==> src/rtl/core/brf_pkg.sv <==
`default_nettype none
// ----------------------------------------------------------------------------
// brf_pkg: shared definitions for the byte ring FIFO
// Widths, request and status codes, and the memory request bundle that the
// sequencer sends to the byte store.
// ----------------------------------------------------------------------------
package brf_pkg;

  // Store geometry.
  localparam int BUFFER_DEPTH = 256;
  localparam int PTR_W        = $clog2(BUFFER_DEPTH);
  localparam int LEVEL_W      = PTR_W + 1;

  // Longest run that one pop request may return.
  localparam int MAX_RUN = 64;
  localparam int CNT_W   = 7;

  // Field widths of the input and result items.
  localparam int BYTE_W    = 8;
  localparam int FUNC_W    = 2;
  localparam int STATUS_W  = 2;
  localparam int IN_DATA_W  = 24;
  localparam int OUT_DATA_W = 24;
  localparam int OUT_USER_W = 3;

  // Request codes.
  localparam logic [FUNC_W-1:0] FUNC_WRITE = 2'd0;
  localparam logic [FUNC_W-1:0] FUNC_RUN   = 2'd1;
  localparam logic [FUNC_W-1:0] FUNC_DELIM = 2'd2;

  // Result status codes.
  localparam logic [STATUS_W-1:0] STATUS_OK    = 2'd0;
  localparam logic [STATUS_W-1:0] STATUS_OVR   = 2'd1;
  localparam logic [STATUS_W-1:0] STATUS_EMPTY = 2'd2;

  // One access to the byte store per cycle.
  typedef struct packed {
    logic              wr_en;
    logic              rd_en;
    logic [PTR_W-1:0]  addr;
    logic [BYTE_W-1:0] wdata;
  } brf_mem_req_t;

endpackage
`default_nettype wire

==> src/rtl/core/byte_ring_fifo_with_delimiter_read.sv <==
`default_nettype none
// ----------------------------------------------------------------------------
// byte_ring_fifo_with_delimiter_read: byte ring FIFO with delimiter pops
// Sequencer, shared address unit and result register around the byte store.
// ----------------------------------------------------------------------------
// A write item stores one byte (dropping the oldest when the 256-byte ring is
// full). Its result enters the output register as the byte is written, which
// waits until the output slot is free. A run pop returns one result per byte,
// and each byte goes through the single registered read port of the store. A
// delimiter pop first scans for the stop byte (read, then compare, for each
// byte looked at), then pops through the match; a request that finds nothing
// gives one invalid result. One item is worked at a time: in_tready is high
// only while the sequencer is idle, though a finished result may still wait
// in the output register. The store needs no clearing after reset.
// ----------------------------------------------------------------------------
module byte_ring_fifo_with_delimiter_read
  import brf_pkg::*;
(
  input  wire logic                  clk,
  input  wire logic                  rst_n,
  input  wire logic                  in_tvalid,
  output      logic                  in_tready,
  // in_tdata: data_byte [7:0], count [14:8], stop_byte [22:15], zero [23]
  input  wire logic [IN_DATA_W-1:0]  in_tdata,
  // in_tuser: func [1:0]
  input  wire logic [FUNC_W-1:0]     in_tuser,
  output      logic                  out_tvalid,
  input  wire logic                  out_tready,
  // out_tdata: out_byte [7:0], level [16:8], zero [23:17]
  output      logic [OUT_DATA_W-1:0] out_tdata,
  // out_tuser: byte_valid [0], status [2:1]
  output      logic [OUT_USER_W-1:0] out_tuser,
  output      logic                  out_tlast
);

  typedef enum logic [2:0] {
    ST_IDLE,
    ST_WRITE,
    ST_FAIL,
    ST_SCAN_RD,
    ST_SCAN_CMP,
    ST_POP_RD,
    ST_POP_EMIT
  } state_t;

  state_t state_r, state_nxt;

  logic [PTR_W-1:0]   rp_r, rp_nxt;
  logic [LEVEL_W-1:0] fill_r, fill_nxt;
  logic [BYTE_W-1:0]  data_r, data_nxt;
  logic [BYTE_W-1:0]  stop_r, stop_nxt;
  logic [CNT_W-1:0]   limit_r, limit_nxt;
  logic [CNT_W-1:0]   k_r, k_nxt;
  logic [CNT_W-1:0]   n_r, n_nxt;

  logic                out_valid_r, out_valid_nxt;
  logic [BYTE_W-1:0]   out_byte_r, out_byte_nxt;
  logic                out_bvalid_r, out_bvalid_nxt;
  logic                out_last_r, out_last_nxt;
  logic [STATUS_W-1:0] out_status_r, out_status_nxt;
  logic [LEVEL_W-1:0]  out_level_r, out_level_nxt;

  // Input field unpacking.
  logic [BYTE_W-1:0] in_data_byte;
  logic [CNT_W-1:0]  in_count;
  logic [BYTE_W-1:0] in_stop_byte;
  logic [CNT_W-1:0]  count_sat;
  logic [CNT_W-1:0]  in_limit;

  assign in_data_byte = in_tdata[7:0];
  assign in_count     = in_tdata[14:8];
  assign in_stop_byte = in_tdata[22:15];

  // Saturate count and bound it by the fill level.
  assign count_sat = (in_count > CNT_W'(MAX_RUN)) ? CNT_W'(MAX_RUN) : in_count;
  assign in_limit  = ({2'b00, count_sat} < fill_r) ? count_sat : fill_r[CNT_W-1:0];

  // Shared unit and store.
  brf_mem_req_t      mem_req;
  logic [BYTE_W-1:0] rd_byte;
  logic [PTR_W-1:0]  alu_base;
  logic [PTR_W-1:0]  alu_offset;
  logic [PTR_W-1:0]  alu_sum;
  logic              alu_match;

  brf_addr_unit u_addr_unit (
    .base      (alu_base),
    .offset    (alu_offset),
    .rd_byte   (rd_byte),
    .stop_byte (stop_r),
    .sum       (alu_sum),
    .match     (alu_match)
  );

  brf_store u_store (
    .clk   (clk),
    .req   (mem_req),
    .rdata (rd_byte)
  );

  logic slot_free;
  logic emit;
  logic full;
  logic run_done;

  assign slot_free = !out_valid_r || out_tready;
  assign full      = (fill_r == LEVEL_W'(BUFFER_DEPTH));
  assign run_done  = ((k_r + CNT_W'(1)) == n_r);
  assign in_tready = (state_r == ST_IDLE);

  // Operand selection for the shared unit.
  always_comb begin
    alu_base   = rp_r;
    alu_offset = '0;
    case (state_r)
      ST_WRITE: begin
        // A write into an empty ring restarts at the bottom of the store.
        alu_base   = (fill_r == '0) ? '0 : rp_r;
        alu_offset = fill_r[PTR_W-1:0];
      end
      ST_SCAN_RD:  alu_offset = {1'b0, k_r};
      ST_POP_EMIT: alu_offset = PTR_W'(1);
      default:     alu_offset = '0;
    endcase
  end

  // Sequencer next state.
  always_comb begin
    state_nxt      = state_r;
    rp_nxt         = rp_r;
    fill_nxt       = fill_r;
    data_nxt       = data_r;
    stop_nxt       = stop_r;
    limit_nxt      = limit_r;
    k_nxt          = k_r;
    n_nxt          = n_r;
    emit           = 1'b0;
    out_byte_nxt   = out_byte_r;
    out_bvalid_nxt = out_bvalid_r;
    out_last_nxt   = out_last_r;
    out_status_nxt = out_status_r;
    out_level_nxt  = out_level_r;
    mem_req.wr_en  = 1'b0;
    mem_req.rd_en  = 1'b0;
    mem_req.addr   = alu_sum;
    mem_req.wdata  = data_r;

    case (state_r)
      ST_IDLE: begin
        if (in_tvalid) begin
          data_nxt  = in_data_byte;
          stop_nxt  = in_stop_byte;
          limit_nxt = in_limit;
          k_nxt     = '0;
          n_nxt     = in_limit;
          if (in_tuser == FUNC_WRITE) begin
            state_nxt = ST_WRITE;
          end else if (in_tuser == FUNC_RUN && in_limit != '0) begin
            state_nxt = ST_POP_RD;
          end else if (in_tuser == FUNC_DELIM && in_limit != '0) begin
            state_nxt = ST_SCAN_RD;
          end else begin
            state_nxt = ST_FAIL;
          end
        end
      end

      ST_WRITE: begin
        if (slot_free) begin
          mem_req.wr_en  = 1'b1;
          emit           = 1'b1;
          out_byte_nxt   = '0;
          out_bvalid_nxt = 1'b0;
          out_last_nxt   = 1'b1;
          if (full) begin
            // Full ring: overwrite the oldest byte and move past it.
            rp_nxt         = rp_r + PTR_W'(1);
            out_status_nxt = STATUS_OVR;
            out_level_nxt  = fill_r;
          end else begin
            rp_nxt         = alu_base;
            fill_nxt       = fill_r + LEVEL_W'(1);
            out_status_nxt = STATUS_OK;
            out_level_nxt  = fill_r + LEVEL_W'(1);
          end
          state_nxt = ST_IDLE;
        end
      end

      ST_FAIL: begin
        if (slot_free) begin
          emit           = 1'b1;
          out_byte_nxt   = '0;
          out_bvalid_nxt = 1'b0;
          out_last_nxt   = 1'b1;
          out_status_nxt = STATUS_EMPTY;
          out_level_nxt  = fill_r;
          state_nxt      = ST_IDLE;
        end
      end

      ST_SCAN_RD: begin
        mem_req.rd_en = 1'b1;
        state_nxt     = ST_SCAN_CMP;
      end

      ST_SCAN_CMP: begin
        if (alu_match) begin
          // Pop everything through the delimiter.
          n_nxt     = k_r + CNT_W'(1);
          k_nxt     = '0;
          state_nxt = ST_POP_RD;
        end else if ((k_r + CNT_W'(1)) == limit_r) begin
          state_nxt = ST_FAIL;
        end else begin
          k_nxt     = k_r + CNT_W'(1);
          state_nxt = ST_SCAN_RD;
        end
      end

      ST_POP_RD: begin
        mem_req.rd_en = 1'b1;
        state_nxt     = ST_POP_EMIT;
      end

      ST_POP_EMIT: begin
        if (slot_free) begin
          emit           = 1'b1;
          out_byte_nxt   = rd_byte;
          out_bvalid_nxt = 1'b1;
          out_last_nxt   = run_done;
          out_status_nxt = STATUS_OK;
          out_level_nxt  = fill_r - LEVEL_W'(1);
          rp_nxt         = alu_sum;
          fill_nxt       = fill_r - LEVEL_W'(1);
          k_nxt          = k_r + CNT_W'(1);
          state_nxt      = run_done ? ST_IDLE : ST_POP_RD;
        end
      end

      default: state_nxt = ST_IDLE;
    endcase
  end

  // Result register valid.
  always_comb begin
    out_valid_nxt = out_valid_r;
    if (emit) begin
      out_valid_nxt = 1'b1;
    end else if (out_tready) begin
      out_valid_nxt = 1'b0;
    end
  end

  // State, pointers and result register.
  always_ff @(posedge clk) begin
    if (!rst_n) begin
      state_r     <= ST_IDLE;
      rp_r        <= '0;
      fill_r      <= '0;
      out_valid_r <= 1'b0;
    end else begin
      state_r     <= state_nxt;
      rp_r        <= rp_nxt;
      fill_r      <= fill_nxt;
      out_valid_r <= out_valid_nxt;
    end
    data_r       <= data_nxt;
    stop_r       <= stop_nxt;
    limit_r      <= limit_nxt;
    k_r          <= k_nxt;
    n_r          <= n_nxt;
    out_byte_r   <= out_byte_nxt;
    out_bvalid_r <= out_bvalid_nxt;
    out_last_r   <= out_last_nxt;
    out_status_r <= out_status_nxt;
    out_level_r  <= out_level_nxt;
  end

  assign out_tvalid = out_valid_r;
  assign out_tdata  = {{(OUT_DATA_W - LEVEL_W - BYTE_W){1'b0}}, out_level_r, out_byte_r};
  assign out_tuser  = {out_status_r, out_bvalid_r};
  assign out_tlast  = out_last_r;

  // The fill level never exceeds the store depth.
  assert property (@(posedge clk) disable iff (!rst_n)
    fill_r <= LEVEL_W'(BUFFER_DEPTH))
    else $error("fill level above store depth");

  // A byte is only popped from a non-empty ring.
  assert property (@(posedge clk) disable iff (!rst_n)
    (state_r == ST_POP_EMIT) |-> (fill_r != '0))
    else $error("pop from an empty ring");

  // A popped byte always carries the ok status.
  assert property (@(posedge clk) disable iff (!rst_n)
    (emit && out_bvalid_nxt) |-> (out_status_nxt == STATUS_OK))
    else $error("popped byte with a non-ok status");

  // A result that is not the last of its run keeps the sequencer busy.
  assert property (@(posedge clk) disable iff (!rst_n)
    (emit && !out_last_nxt) |=> (state_r != ST_IDLE))
    else $error("run ended without a last result");

endmodule
`default_nettype wire

==> src/rtl/core/brf_store.sv <==
`default_nettype none
// ----------------------------------------------------------------------------
// brf_store: byte store of the ring FIFO
// Single-port memory; a read returns its data in the cycle after it is asked
// for, and the read register holds until the next read.
// ----------------------------------------------------------------------------
module brf_store
  import brf_pkg::*;
(
  input  wire logic              clk,
  input  wire brf_mem_req_t      req,
  output      logic [BYTE_W-1:0] rdata
);

  logic [BYTE_W-1:0] mem [BUFFER_DEPTH];
  logic [BYTE_W-1:0] rdata_r;

  // Write and registered read at the requested address.
  always_ff @(posedge clk) begin
    if (req.wr_en) begin
      mem[req.addr] <= req.wdata;
    end
    if (req.rd_en) begin
      rdata_r <= mem[req.addr];
    end
  end

  assign rdata = rdata_r;

endmodule
`default_nettype wire

==> src/rtl/core/brf_addr_unit.sv <==
`default_nettype none
// ----------------------------------------------------------------------------
// brf_addr_unit: shared pointer adder and byte comparator
// Forms every store address and the pop pointer step as a wrapped sum, and compares
// the byte just read against the delimiter.
// ----------------------------------------------------------------------------
module brf_addr_unit
  import brf_pkg::*;
(
  input  wire logic [PTR_W-1:0]  base,
  input  wire logic [PTR_W-1:0]  offset,
  input  wire logic [BYTE_W-1:0] rd_byte,
  input  wire logic [BYTE_W-1:0] stop_byte,
  output      logic [PTR_W-1:0]  sum,
  output      logic              match
);

  // The sum wraps around the store depth by width.
  assign sum   = base + offset;
  assign match = (rd_byte == stop_byte);

endmodule
`default_nettype wire
==> config.mk <==
export PLATFORM = sky130hd
export DESIGN_NAME = byte_ring_fifo_with_delimiter_read
export DESIGN_NICKNAME = d
export VERILOG_FILES = /design/src/rtl/core/brf_pkg.sv /design/src/rtl/core/byte_ring_fifo_with_delimiter_read.sv /design/src/rtl/core/brf_store.sv /design/src/rtl/core/brf_addr_unit.sv
export SDC_FILE = /design/constraint.sdc
export NUM_CORES = 2
export LEC_CHECK = 0
export BUFFER_PORTS_ARGS = -buffer_cell sky130_fd_sc_hd__buf_2
export CORE_AREA = 2 2 370 372
export DETAILED_ROUTE_END_ITERATION = 10
export DIE_AREA = 0 0 372 374
export GPL_TIMING_DRIVEN = 0
export PLACE_DENSITY_LB_ADDON = 0.05
export SLEW_MARGIN = 20
export SYNTH_ARGS = -nofsm -noshare
export SYNTH_HDL_FRONTEND = slang
export SYNTH_SLANG_ARGS = --single-unit
==> constraint.sdc <==
create_clock -name clk -period 7.9 [get_ports clk]
set_clock_uncertainty 0.2 [all_clocks]
set_input_delay 1.975 -clock clk [delete_from_list [all_inputs] [get_ports clk]]
set_output_delay 1.975 -clock clk [all_outputs]
set_load 0.02 [all_outputs]
* Yosys cells after proc, flatten, opt, wreduce, memory -nomap -nowiden *
Memory sizes are Yosys's and may differ from the RTL's. A register that Yosys moved wholly into a read port is not among the register bits.
Cells that the tools add are included.

word-level totals
  bits in registers = 79
  RAM bits = 2048
  input port bits = 30
  output and inout port bits = 30
  memories kept = 1

cells by class
  add/sub/neg operators = 5
  magnitude comparators = 2
  equal/unequal tests = 19
  mux-type cells = 54
  reduce and logical (&&, ||, !) cells = 24

memories
  name         words  width  rd ports  clocked after Yosys merged registers in  wr ports  line             text
  u_store.mem  256    8      1         1                                        1         brf_store.sv:15  logic [BYTE_W-1:0] mem [BUFFER_DEPTH];

operators with widths
  operator             count
  $mux 7               8
  $mux 8               7
  $mux 9               4
  $pmux 8 s2           2
  $pmux 9 s3           1
  $pmux 8 s3           1
  $mux 3               7
  $pmux 7 s3           1
  $pmux 3 s6           1
  $pmux 9 s2           1
  $eq 7x7->1           2
  $mux 1               14
  $pmux 7 s2           1
  $reduce_and 3->1     4
  $ne 2x2->1 const B   5
  $add 9x1->9 const B  1
  $eq 3x3->1 const B   3
  $eq 9x9->1 const B   1
  $logic_not 9->1      1
  $lt 7x9->1           1
  $sub 9x1->9 const B  1
  $add 8x1->8 const B  1
  $add 8x8->8          1
  $eq 8x8->1           1
  other kinds (23)     34

* Logic depth before layout (Yosys ltp) *
  depth in word-level cells = 11
  gate-level depth with buffers = 23
  gate-level depth less buffers = 16

* By module *
Synthesis repeated with hierarchy kept, for this count alone.

unflattened totals
  cell total of the unflattened synthesis = 4094
  area total of the unflattened synthesis = 83711.5 sq um

modules (own cells, without submodules)
  module                              instances  cells each  area an instance (sq um)
  brf_store                           1          3547        78572.9
  byte_ring_fifo_with_delimiter_read  1          494         4720.8
  brf_addr_unit                       1          53          417.9

* Worst setup path after synthesis *
No wires, ideal clock.

  path type = flip-flop to flip-flop
  start point = register fill_r[3]
  end point = memory u_store.mem[100][0], enable pin
  setup time = 370 ps
  arrival = 4914 ps
  data required time = 7330 ps
  path slack = 2416 ps
  cell stages (with the launch flop) = 17
  buffers on the path = 7
  clock period less this slack = 5484 ps
  cells stage by stage = dfxtp_1 -> clkbuf_1 -> nor4_1 -> nand3_1 -> nor4_1 -> nor2_1 -> ha_1 -> fa_1 -> buf_4 -> buf_4 -> clkbuf_1 -> clkbuf_1 -> buf_2 -> nor4_1 -> nand2_1 -> clkbuf_1 -> nor2_1

between the ends
  word-level cells in the longest chain between the ends = 4
  elaborated cells between the ends (all ways) = 5
  those cells by class = add/sub: 1; mux: 3; reduce/logical: 1

RTL lines
  element                 line                                       text
  from (decl)             byte_ring_fifo_with_delimiter_read.sv:49   logic [LEVEL_W-1:0] fill_r, fill_nxt;
  from (signal assigned)  byte_ring_fifo_with_delimiter_read.sv:265  fill_r <= fill_nxt;
  $logic_not 9->1         byte_ring_fifo_with_delimiter_read.sv:118  alu_base = (fill_r == '0) ? '0 : rp_r;
  $mux 8                  byte_ring_fifo_with_delimiter_read.sv:118
  $mux 8                  byte_ring_fifo_with_delimiter_read.sv:115  case (state_r)
  $add 8x8->8 (*)         brf_addr_unit.sv:19                        assign sum = base + offset;
  to (decl)               brf_store.sv:15

Mark *: on every way between the ends. The rest lies on a longest branch, timed or not.

* Worst setup path in the final report *
  start point = register state_r[0]
  end point = memory u_store.mem[133][3], enable pin

between the ends
  word-level cells in the longest chain between the ends = 4
  elaborated cells between the ends (all ways) = 9
  those cells by class = add/sub: 1; eq/ne: 3; mux: 5

RTL lines
  element                                                              line                                       text
  from (decl)                                                          byte_ring_fifo_with_delimiter_read.sv:46   state_t state_r, state_nxt;
  from (signal assigned)                                               byte_ring_fifo_with_delimiter_read.sv:263  state_r <= state_nxt;
  parallel branches: the longest is 4 deep, another holds $add 8x8->8  -

Several ways; the timed one is not identified.

==> results.json <==
{
  "first_iter_violations": 9876,
  "start_kind": "register",
  "fmax_mhz": 124,
  "cp.arrival_ns": 8.32,
  "wirelength_mm": 293,
  "nets": 4595,
  "synth_top_family_by_area": "multiplexers",
  "yosys.area_share.adder_pct": 0.275,
  "layout_commonest_cell": "edfxtp_1",
  "hold_buffers": 0,
  "critPathKind": "reg2reg",
  "postSynthAreaPerCell_um2": 20.3,
  "finalHoldViolCount": 0,
  "gpl.final_weighted_congestion": 1.03,
  "start_util_pct": 62.6,
  "path_max_fanout": 10,
  "dieWidth_um": 372,
  "antenna_found_initial": 20,
  "htree_levels": 4,
  "place.detailed.hpwl_mm": 196,
  "grt.overflow.total": 0,
  "drive_gt1_share_pct": 29.3,
  "failed_checks": "setup timing",
  "cts.sinks": 2135,
  "post-place-ws_ns": -1.38,
  "yosys.area_share.xor_xnor_pct": 0.504,
  "min_period_ns": 8.03,
  "track_usage_pct": 42.9,
  "cts_buffers": 204,
  "post-route-drc-count": 0,
  "die_area_mm2": 0.139,
  "finalPower_w": 0.0236,
  "clock_latency_ns": 0.88,
  "vias": 48700,
  "p_leak_nw": 30.3,
  "synth-edff-count": 2114,
  "grt_pass1_wl_mm": 390,
  "rows": 135,
  "syn_to_final_growth_pct": 14.1,
  "max_slew_margin_pct": 12.4,
  "clock_path_buffers": 3,
  "tritoncts": "done",
  "ys_types": 73,
  "wl_per_cell_um": 45.1,
  "layout_common_cells": "edfxtp_1 (2114), mux4_2 (573), nand2_1 (282)",
  "synth-simple-area-share_pct": 4.18,
  "ys_ff_latch": 2135,
  "port_buffers": 51,
  "grt_max_degree": 29,
  "synth_compound_area_share_pct": 1.74,
  "num_io_pins": 60,
  "synth_cells": 4157,
  "synth_area_mm2": 0.0845,
  "setup_ws_ns": -0.135,
  "ant_nets": 0,
  "dr.pass1.iters": 8,
  "cts_root_buf": "clkbuf_16",
  "yosys_warnings": 0,
  "clkTransAtPathRegs_ns": 0.06,
  "max_cap_viol_count": 0,
  "via_per_inst": 7.48,
  "hold_class": "reg2reg",
  "ys_seq_area_share_pct": 75.6,
  "crit_required_ns": 8.19,
  "die_h_um": 374,
  "worstSetupEndpointType": "register",
  "grt_pass1_vias": 45500,
  "power.density_mw_per_mm2": 245,
  "synthMuxAreaShare_pct": 16.1,
  "status": "finished, violations left",
  "setup_viol": 251,
  "finalMaxSlewViolations": 0,
  "rsz0062_at_grt": "false",
  "ys_async_sr_fraction_pct": 0,
  "core_mm2": 0.135,
  "ir_worst_vdd_mv": 0.254,
  "finalCritPeriodShare_pct": 102,
  "synthFlopType": "edfxtp_1",
  "worst_slew_pin_slew_ns": 1.31,
  "fin_hold_ws_ns": 0.330
}
cell type report:
type	count	area [µm²]
clock buffers	252	5370
diodes	10	25.0
fillers	8048	38500
well taps	1781	2230
repair buffers	181	2620
flip-flops and latches	2135	63900
clock inverters	118	1010
multi-input cells	1768	19800
inverters	11	41.3
plain buffers	246	1390
stage by stage:
stage	area [µm²]	cells	setup TNS, ns	utilization [%]
after global placement	87000	5995	-5103.56	64.5
after global routing	96400	6492	0	71.4
after floorplan	84500	4163	0	-
final	96400	6502	-12.34	71.4
after CTS	96300	6489	-3.77	71.3
after detailed placement	89500	6122	-1361.89	66.3
timing repair:
item	in CTS	in global routing
endpoints found under the setup margin	2053	1465
gates resized for setup	162	25
cloned	0	0
pin swaps	0	0
setup buffers	0	2
cells in the mapped netlist, drive strengths merged, types with 11 or more instances:
master / count / area (µm²)
a21oi: 50 / 254
a31oi: 18 / 113
and3: 30 / 188
buf: 126 / 798
clkbuf: 123 / 462
dfxtp: 21 / 420
edfxtp: 2114 / 63500
ha: 17 / 213
mux2i: 56 / 561
mux4: 575 / 13000
nand2: 293 / 1100
nand3: 91 / 460
nor2: 344 / 1290
nor2b: 15 / 93.8
nor3: 16 / 85.1
o211ai: 11 / 82.6
o21ai: 45 / 225
o22ai: 13 / 81.3
xnor2: 20 / 190
xor2: 26 / 235
state kept, by name (all words and copies together) (netlist names):
register / cells
rp_r: 8
k_r: 7
out_status_r: 2
out_tlast: 1
out_bvalid_r: 1
data_r: 8
n_r: 7
stop_r: 8
out_tvalid: 1
out_level_r: 9
u_store.rdata: 8
fill_r: 9
out_byte_r: 8
u_store.mem: 2048
limit_r: 7
state_r: 3
logic make-up (layout without fill, tap and decap cells):
kind of cell	after synthesis	in the layout
flip-flops	2135	2135
AND/OR/NAND/NOR	837	837
multiplexers	640	640
buffers and inverters	260	808
AO/OA/AOI/OAI	220	220
XOR/XNOR	46	46
adder cells (fa/ha/maj)	18	18
other	1	17
routing by layer:
metal	vias to the layer above	global-route usage [%]	wire length, µm
met5	-	0.699	318
met2	4850	59.4	125000
li1	17800	-	-
met3	1056	18.4	48300
met1	24900	57.0	96600
met4	14	25.4	22500
power breakdown:
part / switching [W] / internal [W] / total, W
clock network: 0.00428 / 0.00527 / 0.00955
logic: 0.00100 / 0.000411 / 0.00141
registers: 0.0000301 / 0.0126 / 0.0126
worst paths after layout:
kind | cells past startpoint | slack, ns | endpoint | startpoint
setup / recovery | 17 | -0.13 | u_store.mem[133][3] | state_r[0]
hold / removal | 2 | 0.33 | rp_r[1] | rp_r[1]
setup reg to reg | 17 | -0.13 | u_store.mem[133][3] | state_r[0]
hold reg to reg | 2 | 0.33 | rp_r[1] | rp_r[1]
critical path: stages (launching register included):
cell      delay, ns
dfxtp_1        0.34
clkbuf_1       0.33
nor2b_1        0.13
nand2_1        0.29
clkbuf_2       0.32
clkbuf_2       0.29
o21ai_0        0.17
ha_1           0.29
fa_1           0.71
buf_2          0.47
buf_4          0.49
buf_4          0.50
buf_4          0.44
buf_4          0.42
nor2_1         0.17
nand2_1        0.73
clkbuf_2       0.81
nor2_1         0.45
No activity file was read; power rests on OpenSTA's default activity.
